File: config.mk
export PLATFORM = sky130hd
export DESIGN_NAME = sorted_timer_event_queue_unit
export DESIGN_NICKNAME = d
export VERILOG_FILES = /design/src/hw/rtl/steq_pkg.sv /design/src/hw/rtl/steq_mem.sv /design/src/hw/rtl/sorted_timer_event_queue_unit.sv
export SDC_FILE = /design/constraint.sdc
export NUM_CORES = 2
export LEC_CHECK = 0
export BUFFER_PORTS_ARGS = -buffer_cell sky130_fd_sc_hd__buf_2
export CORE_MARGIN = 2
export CORE_UTILIZATION = 56
export DETAILED_ROUTE_END_ITERATION = 12
export PLACE_DENSITY_LB_ADDON = 0.12
export SLEW_MARGIN = 20
export SYNTH_ARGS = -nofsm -noshare
export SYNTH_HDL_FRONTEND = slang
export SYNTH_SLANG_ARGS = --single-unit
export TNS_END_PERCENT = 5
File: constraint.sdc
create_clock -name clk -period 5.4 [get_ports clk]
set_clock_uncertainty 0.05 [all_clocks]
set_input_delay 0.81 -clock clk [delete_from_list [all_inputs] [get_ports clk]]
set_output_delay 0.81 -clock clk [all_outputs]
set_load 0.01 [all_outputs]
File: src/hw/rtl/steq_pkg.sv
// Package for the sorted timer event queue: sizes, entry and port types,
// result and request codes, and circular index arithmetic. No dependencies.
package steq_pkg;

    localparam int QUEUE_DEPTH = 16;
    localparam int TAG_BITS    = 16;
    localparam int IDX_W       = (QUEUE_DEPTH > 1) ? $clog2(QUEUE_DEPTH) : 1;
    localparam int CNT_W       = $clog2(QUEUE_DEPTH + 1);
    localparam int TIME_W      = 64;
    localparam int DELAY_W     = 32;
    localparam int IN_TAG_W    = 16;
    localparam int OUT_TAG_W   = 16;
    localparam int KIND_W      = 2;
    localparam int IN_DATA_W   = 48;
    localparam int OUT_DATA_W  = 80;

    typedef logic [IDX_W-1:0]    idx_t;
    typedef logic [CNT_W-1:0]    cnt_t;
    typedef logic [TIME_W-1:0]   time_t;
    typedef logic [TAG_BITS-1:0] tag_t;
    typedef logic [KIND_W-1:0]   kind_t;

    localparam cnt_t FULL_COUNT = cnt_t'(QUEUE_DEPTH);

    localparam kind_t KIND_ACCEPTED = 2'd0;
    localparam kind_t KIND_REJECTED = 2'd1;
    localparam kind_t KIND_EXPIRED  = 2'd2;

    localparam logic REQ_TICK = 1'b0;
    localparam logic REQ_ARM  = 1'b1;

    typedef struct packed {
        time_t due_tick;
        tag_t  tag;
    } entry_t;

    typedef struct packed {
        logic   en;
        idx_t   addr;
        entry_t data;
    } mem_wr_t;

    // Offset from the queue head, wrapped around the circular buffer.
    function automatic idx_t wrap_add(idx_t head, cnt_t off);
        logic [IDX_W:0] sum;
        sum = {1'b0, head} + (IDX_W + 1)'(off);
        if (sum >= (IDX_W + 1)'(QUEUE_DEPTH))
        begin
            sum = sum - (IDX_W + 1)'(QUEUE_DEPTH);
        end
        return sum[IDX_W-1:0];
    endfunction

endpackage

File: src/hw/rtl/steq_mem.sv
// Entry storage for the sorted timer event queue: one write port and one
// registered read port. Depends on steq_pkg.
module steq_mem (
    input  logic             clk,
    input  steq_pkg::mem_wr_t wr,
    input  steq_pkg::idx_t   rd_addr,
    output steq_pkg::entry_t rd_data
);
    import steq_pkg::*;

    entry_t mem [QUEUE_DEPTH];
    entry_t rd_data_reg;

    always_ff @(posedge clk)
    begin
        if (wr.en)
        begin
            mem[wr.addr] <= wr.data;
        end
        rd_data_reg <= mem[rd_addr];
    end

    assign rd_data = rd_data_reg;

endmodule

File: src/hw/rtl/sorted_timer_event_queue_unit.sv
// Sorted timer event queue: tick counter, insertion-sorted circular queue
// walked by a small sequencer. Depends on steq_pkg and steq_mem.
//
//  channel  | dir | tdata (low bit up)              | tuser        | tlast
//  s_axis   | in  | delay_ticks[31:0], event_tag    | req_type     | -
//  m_axis   | out | fired_tag[15:0], due_tick[63:0] | result_kind  | last_of_run
//
// Arm: each entry moved is read, then compared and written, ahead of the
// output transaction. Tick: each entry examined is read, then compared,
// plus one output transaction per expired event. The single memory read
// port and its registered read set this read-then-compare order.
// s_axis_tready is high only when idle; a stalled output holds the
// sequencer. Reset clears the counter and the queue at once; no clearing pass.
module sorted_timer_event_queue_unit (
    input  logic        clk,
    input  logic        rst_n,
    input  logic        s_axis_tvalid,
    output logic        s_axis_tready,
    input  logic [47:0] s_axis_tdata,   // delay_ticks[31:0], event_tag[47:32]
    input  logic        s_axis_tuser,   // req_type
    output logic        m_axis_tvalid,
    input  logic        m_axis_tready,
    output logic [79:0] m_axis_tdata,   // fired_tag[15:0], due_tick[79:16]
    output logic [1:0]  m_axis_tuser,   // result_kind
    output logic        m_axis_tlast
);
    import steq_pkg::*;

    typedef enum logic [5:0] {
        ST_IDLE     = 6'b000001,
        ST_ARM_RD   = 6'b000010,
        ST_ARM_CMP  = 6'b000100,
        ST_TICK_RD  = 6'b001000,
        ST_TICK_CMP = 6'b010000,
        ST_SEND     = 6'b100000
    } state_t;

    state_t  state_reg, state_next;
    state_t  ret_reg, ret_next;
    time_t   now_reg, now_next;
    cnt_t    count_reg, count_next;
    idx_t    head_reg, head_next;
    logic    pend_valid_reg, pend_valid_next;

    cnt_t    idx_reg, idx_next;
    time_t   when_reg, when_next;
    tag_t    tag_reg, tag_next;
    entry_t  pend_reg, pend_next;
    kind_t   out_kind_reg, out_kind_next;
    tag_t    out_tag_reg, out_tag_next;
    time_t   out_time_reg, out_time_next;
    logic    out_last_reg, out_last_next;

    mem_wr_t mem_wr;
    idx_t    rd_addr;
    entry_t  rd_data;

    logic                 in_accept;
    logic [DELAY_W-1:0]   in_delay;
    logic [IN_TAG_W-1:0]  in_tag;

    steq_mem u_mem (
        .clk     (clk),
        .wr      (mem_wr),
        .rd_addr (rd_addr),
        .rd_data (rd_data)
    );

    assign s_axis_tready = (state_reg == ST_IDLE);
    assign in_accept     = s_axis_tvalid && s_axis_tready;
    assign in_delay      = s_axis_tdata[DELAY_W-1:0];
    assign in_tag        = s_axis_tdata[DELAY_W +: IN_TAG_W];

    assign m_axis_tvalid = (state_reg == ST_SEND);
    assign m_axis_tdata  = {out_time_reg, OUT_TAG_W'(out_tag_reg)};
    assign m_axis_tuser  = out_kind_reg;
    assign m_axis_tlast  = out_last_reg;

    always_comb
    begin
        state_next      = state_reg;
        ret_next        = ret_reg;
        now_next        = now_reg;
        count_next      = count_reg;
        head_next       = head_reg;
        pend_valid_next = pend_valid_reg;
        idx_next        = idx_reg;
        when_next       = when_reg;
        tag_next        = tag_reg;
        pend_next       = pend_reg;
        out_kind_next   = out_kind_reg;
        out_tag_next    = out_tag_reg;
        out_time_next   = out_time_reg;
        out_last_next   = out_last_reg;
        mem_wr          = '0;
        rd_addr         = head_reg;

        unique case (state_reg)
            ST_IDLE:
            begin
                if (in_accept)
                begin
                    if (s_axis_tuser == REQ_ARM)
                    begin
                        when_next     = now_reg + TIME_W'(in_delay);
                        tag_next      = TAG_BITS'(in_tag);
                        idx_next      = count_reg;
                        out_tag_next  = TAG_BITS'(in_tag);
                        out_time_next = now_reg + TIME_W'(in_delay);
                        out_last_next = 1'b1;
                        ret_next      = ST_IDLE;
                        if (count_reg == FULL_COUNT)
                        begin
                            out_kind_next = KIND_REJECTED;
                            state_next    = ST_SEND;
                        end
                        else
                        begin
                            out_kind_next = KIND_ACCEPTED;
                            state_next    = ST_ARM_RD;
                        end
                    end
                    else
                    begin
                        now_next        = now_reg + TIME_W'(1);
                        pend_valid_next = 1'b0;
                        state_next      = ST_TICK_RD;
                    end
                end
            end
            ST_ARM_RD:
            begin
                if (idx_reg == '0)
                begin
                    mem_wr.en   = 1'b1;
                    mem_wr.addr = head_reg;
                    mem_wr.data = '{due_tick: when_reg, tag: tag_reg};
                    count_next  = count_reg + cnt_t'(1);
                    state_next  = ST_SEND;
                end
                else
                begin
                    rd_addr    = wrap_add(head_reg, idx_reg - cnt_t'(1));
                    state_next = ST_ARM_CMP;
                end
            end
            ST_ARM_CMP:
            begin
                mem_wr.en   = 1'b1;
                mem_wr.addr = wrap_add(head_reg, idx_reg);
                if (rd_data.due_tick <= when_reg)
                begin
                    mem_wr.data = '{due_tick: when_reg, tag: tag_reg};
                    count_next  = count_reg + cnt_t'(1);
                    state_next  = ST_SEND;
                end
                else
                begin
                    mem_wr.data = rd_data;
                    idx_next    = idx_reg - cnt_t'(1);
                    state_next  = ST_ARM_RD;
                end
            end
            ST_TICK_RD:
            begin
                rd_addr = head_reg;
                if (count_reg == '0)
                begin
                    if (pend_valid_reg)
                    begin
                        out_kind_next   = KIND_EXPIRED;
                        out_tag_next    = pend_reg.tag;
                        out_time_next   = pend_reg.due_tick;
                        out_last_next   = 1'b1;
                        pend_valid_next = 1'b0;
                        ret_next        = ST_IDLE;
                        state_next      = ST_SEND;
                    end
                    else
                    begin
                        state_next = ST_IDLE;
                    end
                end
                else
                begin
                    state_next = ST_TICK_CMP;
                end
            end
            ST_TICK_CMP:
            begin
                if (rd_data.due_tick <= now_reg)
                begin
                    // pop the due head entry and hold it until its successor is known
                    pend_next       = rd_data;
                    pend_valid_next = 1'b1;
                    head_next       = wrap_add(head_reg, cnt_t'(1));
                    count_next      = count_reg - cnt_t'(1);
                    if (pend_valid_reg)
                    begin
                        out_kind_next = KIND_EXPIRED;
                        out_tag_next  = pend_reg.tag;
                        out_time_next = pend_reg.due_tick;
                        out_last_next = 1'b0;
                        ret_next      = ST_TICK_RD;
                        state_next    = ST_SEND;
                    end
                    else
                    begin
                        state_next = ST_TICK_RD;
                    end
                end
                else if (pend_valid_reg)
                begin
                    out_kind_next   = KIND_EXPIRED;
                    out_tag_next    = pend_reg.tag;
                    out_time_next   = pend_reg.due_tick;
                    out_last_next   = 1'b1;
                    pend_valid_next = 1'b0;
                    ret_next        = ST_IDLE;
                    state_next      = ST_SEND;
                end
                else
                begin
                    state_next = ST_IDLE;
                end
            end
            ST_SEND:
            begin
                if (m_axis_tready)
                begin
                    state_next = ret_reg;
                end
            end
            default:
            begin
                state_next = ST_IDLE;
            end
        endcase
    end

    always_ff @(posedge clk or negedge rst_n)
    begin
        if (!rst_n)
        begin
            state_reg      <= ST_IDLE;
            ret_reg        <= ST_IDLE;
            now_reg        <= '0;
            count_reg      <= '0;
            head_reg       <= '0;
            pend_valid_reg <= 1'b0;
        end
        else
        begin
            state_reg      <= state_next;
            ret_reg        <= ret_next;
            now_reg        <= now_next;
            count_reg      <= count_next;
            head_reg       <= head_next;
            pend_valid_reg <= pend_valid_next;
        end
    end

    always_ff @(posedge clk)
    begin
        idx_reg      <= idx_next;
        when_reg     <= when_next;
        tag_reg      <= tag_next;
        pend_reg     <= pend_next;
        out_kind_reg <= out_kind_next;
        out_tag_reg  <= out_tag_next;
        out_time_reg <= out_time_next;
        out_last_reg <= out_last_next;
    end

endmodule

# [After elaboration in Yosys (flattened, before gate mapping)]
# Memory sizes are Yosys's and may differ from the RTL's. A register that Yosys moved wholly into a read port is not among the register bits.
# Index checks and enable logic that the tools add are counted.
[totals] regBits=334 ram_bits=1280 word_cells=129 mem_count=1
[classes] n_addsub=11 order_cmp=5 eq_ne=17 muxes=64 n_bitwise=1 reduce_logical=15
[mem_list] memory="u_mem.mem" depth=16 width=80 rd=1 rd_ports_with_merged_regs=1 wr=1 line_no="steq_mem.sv:11" rtl="entry_t mem [QUEUE_DEPTH];"
[ops] cell="$mux W64" n=4
[ops] cell="$pmux W64 S3" n=1
[ops] cell="$pmux W85 S2" n=1
[ops] cell="$le A64 B64 Y1" n=2
[ops] cell="$mux W6" n=16
[ops] cell="$mux W85" n=1
[ops] cell="$mux W80" n=1
[ops] cell="$add A64 B1 Y64 const B" n=1
[ops] cell="$add A64 B32 Y64" n=1
[ops] cell="$mux W16" n=4
[ops] cell="$pmux W16 S3" n=1
[ops] cell="$pmux W6 S6" n=1
[ops] cell="$mux W5" n=6
[ops] cell="$mux W4" n=5
[ops] cell="$pmux W6 S3" n=1
[ops] cell="$reduce_and A4 Y1" n=4
[ops] cell="$ge A5 B5 Y1 const B" n=3
[ops] cell="$pmux W5 S3" n=1
[ops] cell="$mux W1" n=13
[ops] cell="$ne A2 B2 Y1 const B" n=6
[ops] cell="$sub A4 B1 Y4 const B" n=3
[ops] cell="$add A4 B5 Y5" n=2
[ops] cell="$logic_not A5 Y1" n=2
[ops] cell="$pmux W5 S2" n=1
[ops] cell="22 further kinds" n=32

# [Longest topological paths before layout]
[depth] depth_word=6 ltp_mapped=14 depth_no_buf=12

# [Hierarchy]
# Synthesis repeated with hierarchy kept, for this count alone.
[unflattened] hier_cells=3794 hier_area_um2=68705.9
[modules_own_cells] module="steq_mem" n_inst=1 cells_per_inst=2054 area_each_um2=49422.4
[modules_own_cells] module="sorted_timer_event_queue_unit" n_inst=1 cells_per_inst=1740 area_each_um2=19283.5

# [Least setup slack after synthesis]
# No wires, ideal clock.
[synth_path] kind="flip-flop to flip-flop" startpoint="register head_reg[1]" endpoint="memory u_mem.mem[8][0] (netlist name) (enable)" arrival_ns=5.149 slack_ns=-0.318 stages_incl_launch_ff=10 n_path_buf=0 path_cell_list="dfrtp_1 > ha_1 > a21o_1 > a21oi_1 > xor2_1 > nor2b_1 > o21ai_0 > o31ai_1 > nand2_1 > nor2_1"
[synth_via] elab_chain_cells=4
[synth_rtl] element="start: declaration" line_no="sorted_timer_event_queue_unit.sv:42" rtl="idx_t head_reg, head_next;"
[synth_rtl] element="start signal: assignment" line_no="sorted_timer_event_queue_unit.sv:258" rtl="head_reg <= head_next;"
[synth_rtl] element="$add A4 B5 Y5" line_no="steq_pkg.sv:46" rtl="sum = {1'b0, head} + (IDX_W + 1)'(off);"
[synth_rtl] element="$sub A4 B1 Y4 or $ge A5 B5 Y1 (tied branches)" line_no="steq_pkg.sv:49, steq_pkg.sv:47"
[synth_rtl] element="$mux W4" line_no="steq_pkg.sv:47" rtl="if (sum >= (IDX_W + 1)'(QUEUE_DEPTH))"
[synth_rtl] element="$pmux W85 S2 *" line_no="sorted_timer_event_queue_unit.sv:98" rtl="unique case (state_reg)"
[synth_rtl] element="end: declaration" line_no="steq_mem.sv:11"
# Mark *: on every way between the ends. The rest lies on a longest branch, timed or not.

==> out/qor.csv <==
stage;metric;value;unit
worst_setup_path;worstPathArrival;5.02;ns
drt;detail-route-antenna-nets;0;
power;vdd_drop_max;0.000366;V
outcome;outcome;finished clean;
yosys;ys_ff_latch;1694;
yosys;synthMuxAreaShare;12.4;%
power;clkPwrFrac;35.4;%
yosys;synth_enable_flop_cells;1528;
cells_and_area;fillCellCount;8624;
global_route;antenna_found_initial;6;
power;power_leakage;29.5;nW
worst_setup_path;crit_end;u_mem.mem[11][29];
sta;max_freq;217;MHz
sta;timing.hold.ws;0.150;ns
global_route;grt_pass1_wl;249000;µm
yosys;synth_warnings;0;
power;power;0.0327;W
clock_tree;htree_levels;4;
yosys;yosys.area.top_type;edfxtp_1;
global_route;grt.total_usage;27.0;%
clock_tree;numClockSinks;1694;
cells_and_area;area_growth;13.1;%
cells_and_area;design_area;78700;µm²
cells_and_area;multi_input_area;18800;µm²
yosys;synth_top_family_by_area;multiplexers;
yosys;synth.most_common_cell;edfxtp_1;
worst_setup_path;r2r_end;u_mem.mem[11][29];
die;start_util;56.4;%
die;num_rows;129;
worst_setup_path;ff2ff_setup_slack;0.78;ns
power;p_seq_share;47.3;%
die;die_w;356;µm
worst_setup_path;crit_type;flip-flop to flip-flop;
worst_setup_path;cp_top_family;simple AND/OR/NAND/NOR gates;
cells_and_area;register_area;49600;µm²
worst_setup_path;cp.required;5.81;ns
worst_setup_path;path_buf_inv;2;
yosys;synth_nets;4144;
worst_setup_path;critical_path_peak_fanout;45;
die;num_io_pins;138;
yosys;synth_area_leaders;edfxtp_1 66%, mux4_2 10%, ha_1 3.1%;
yosys;syn_area;69600;µm²
worst_setup_path;startpoint_type;flip-flop;
power;p_per_area;415;nW/µm²
yosys;synth_fa_ha_area_share;3.21;%
drt;post_drt_wl_per_cell;28.5;µm
yosys;synthFlopType;edfxtp_1;
worst_setup_path;cp-startpoint;when_reg[33];
cells_and_area;final_nets;4389;
global_route;grt_start_max_net_pins;97;
drt;vias_per_cell;6.33;
power;power.share.switching;26.3;%
die;fp.dieArea;127000;µm²
worst_setup_path;reg2regPathDepth;11;
drt;vias;37600;
clock_tree;clock_latency;0.80;ns
die;die_y;356;µm
global_route;grt_pass1_vias;36600;
hold_path;hold_path_depth;1;
placement;dp_hpwl;95400;µm
sta;finalSetupViolations;0;
power;p_switching;0.00858;W
drt;wl;170000;µm
clock_tree;cts_root_buf;clkbuf_16;
worst_setup_path;slowest_delay;0.86;ns
hold_path;hp-class;input port to flip-flop;
yosys;synth_top_area_share;65.9;%
yosys;synthDistinctLibCells;80;
global_route;grt_overflow;0;
power;p_int;0.0241;W
placement;gp_congestion;0.906;
yosys;synthCells;3915;
placement;io_buffers;137;
clock_tree;clk_path_buf_depth;3;
sta;rsz0062_at_grt;no;
die;core-area;123000;µm²
yosys;ys_seq_area_share;71.3;%
clock_tree;cts.clk_slew.worst_paths;0.06;ns
sta;min_period_over_period;85.5;%
clock_tree;numCtsBuffers;168;
sta;worst_pin_slew;0.998;ns
yosys;synth_compound_area_share;5.11;%
yosys;ys_async_sr_fraction;5.08;%
run;maxCapViolCount;0;
yosys;synth-xor-area-share;1.75;%
hold_path;hold_start;s_axis_tdata[41];
yosys;synth.avg_cell_area;17.8;µm²
drt;drtIter0Drc;4189;
drt;first_pass_iters;6;
sta;period_needed;4.62;ns
worst_setup_path;cp-end-kind;flip-flop;
sta;hold_violations;0;
cells_and_area;drive_gt1_share;21.0;%
cells_and_area;largest_register_ffs;1280;
yosys;synth-simple-area-share;4.34;%
clock_tree;cts_tree;yes;
placement;place_area;73200;µm²
sta;slew_headroom;33.3;%
yosys;synth_common_cells;1,528 x edfxtp_1, 320 x mux4_2, 200 x nand2_1, 186 x a21oi_1, 172 x ha_1;
drt;drc;0;
power;comb_power_share;17.3;%
sta;slew_violations;0;
worst_setup_path;path_cells;inv_1 > ha_1 > nand4_1 > nor4_1 > nand4_1 > a31oi_1 > nor4_1 > o21bai_1 > nand2_4 > buf_12 > a22o_1;
worst_setup_path;r2r_start;when_reg[33];
worst_setup_path;cp_slowest_cell;nor4_1;
worst_setup_path;cp.depth;11;
-- worst reg2reg max path, cell delays in order (launching register included) --
cell and delay (ns):
edfxtp_1 0.45, inv_1 0.08, ha_1 0.31, nand4_1 0.22
nor4_1 0.86, nand4_1 0.41, a31oi_1 0.34, nor4_1 0.11
o21bai_1 0.34, nand2_4 0.29, buf_12 0.32, a22o_1 0.49
-- cell usage in the layout (no fill, tap or decap), types with 12 or more instances in the layout --
cell type  instances
edfxtp_1        1528
mux2i_1           81
nor2_1            81
dfrtp_1           84
dfxtp_1           80
clkbuf_1          40
xnor2_1          122
buf_4             55
o21ai_0           55
clkinv_2          20
nor2b_1           90
nor2_4            18
a21oi_1          185
a211oi_1          90
buf_12            48
buf_2            136
bufinv_16         13
nand2_1          198
mux2_2            47
xor2_1            16
a22o_1            80
clkbuf_16        170
a21o_1            46
nor3_1            25
clkbuf_8          12
nand3_1           56
mux4_2           320
ha_1             172
clkinv_1          35
inv_1            154
nand4_1           47
-- timing repair --
item | 4_1_cts | 5_1_grt
endpoints found under the hold margin | 40 | 0
setup buffers | 0 | 0
gates resized for setup | 0 | 0
endpoints found under the setup margin | 0 | 0
hold buffers | 1 | 0
-- routing by layer --
layer  routed length (µm)  global-route usage [%]
met5                   29                       0
met2                76900                    40.1
met3                14400                    4.99
met1                75500                    42.2
met4                 2840                    6.24
-- area by class of cell --
type | count | area share, %
Multi-Input combinational cell | 1901 | 24.0
Timing Repair Buffer | 240 | 2.62
Sequential cell | 1694 | 63.1
Clock inverter | 92 | 1.16
Clock buffer | 222 | 5.81
Inverter | 155 | 0.743
Antenna cell | 2 | 0.00636
Tap cell | 1637 | 2.60
-- metrics by stage --
stage                     setup TNS, ns  setup slack [ns]  util (%)  cells
after floorplan                 -389.89            -0.318         -   3915
after global placement                0             0.947      59.2   5626
after detailed placement              0             0.878      59.3   5626
after CTS                             0             0.901      63.7   5941
after global routing                  0             0.720      63.7   5942
final                                 0             0.783      63.7   5943
-- power by group through the flow --
stage | registers (W) | clock network [W] | logic [W]
2_1_floorplan | 0.0156 | 0 | 0.00390
3_3_place_gp | 0.0157 | 0 | 0.00568
3_5_place_dp | 0.0157 | 0 | 0.00570
4_1_cts | 0.0154 | 0.0117 | 0.00574
5_1_grt | 0.0155 | 0.0123 | 0.00617
6_report | 0.0154 | 0.0116 | 0.00565
-- cell families (layout without fill, tap and decap cells) --
kind of cell	Yosys count	after routing
other	0	2
DFF	1694	1694
AOI/OAI and AO/OA	533	533
muxes	452	452
and+or+nand+nor	601	601
buffers and inverters	320	709
adders and majority gates	176	176
xor gates and xnor gates	139	139
-- worst min path at each step --
stage and to:
2_1_floorplan pend_reg[0], 3_3_place_gp pend_reg[3], 3_5_place_dp pend_reg[13], 4_1_cts tag_reg[9], 5_1_grt tag_reg[12], 6_report tag_reg[9]
Note: power is estimated with default switching activity, not from simulation.
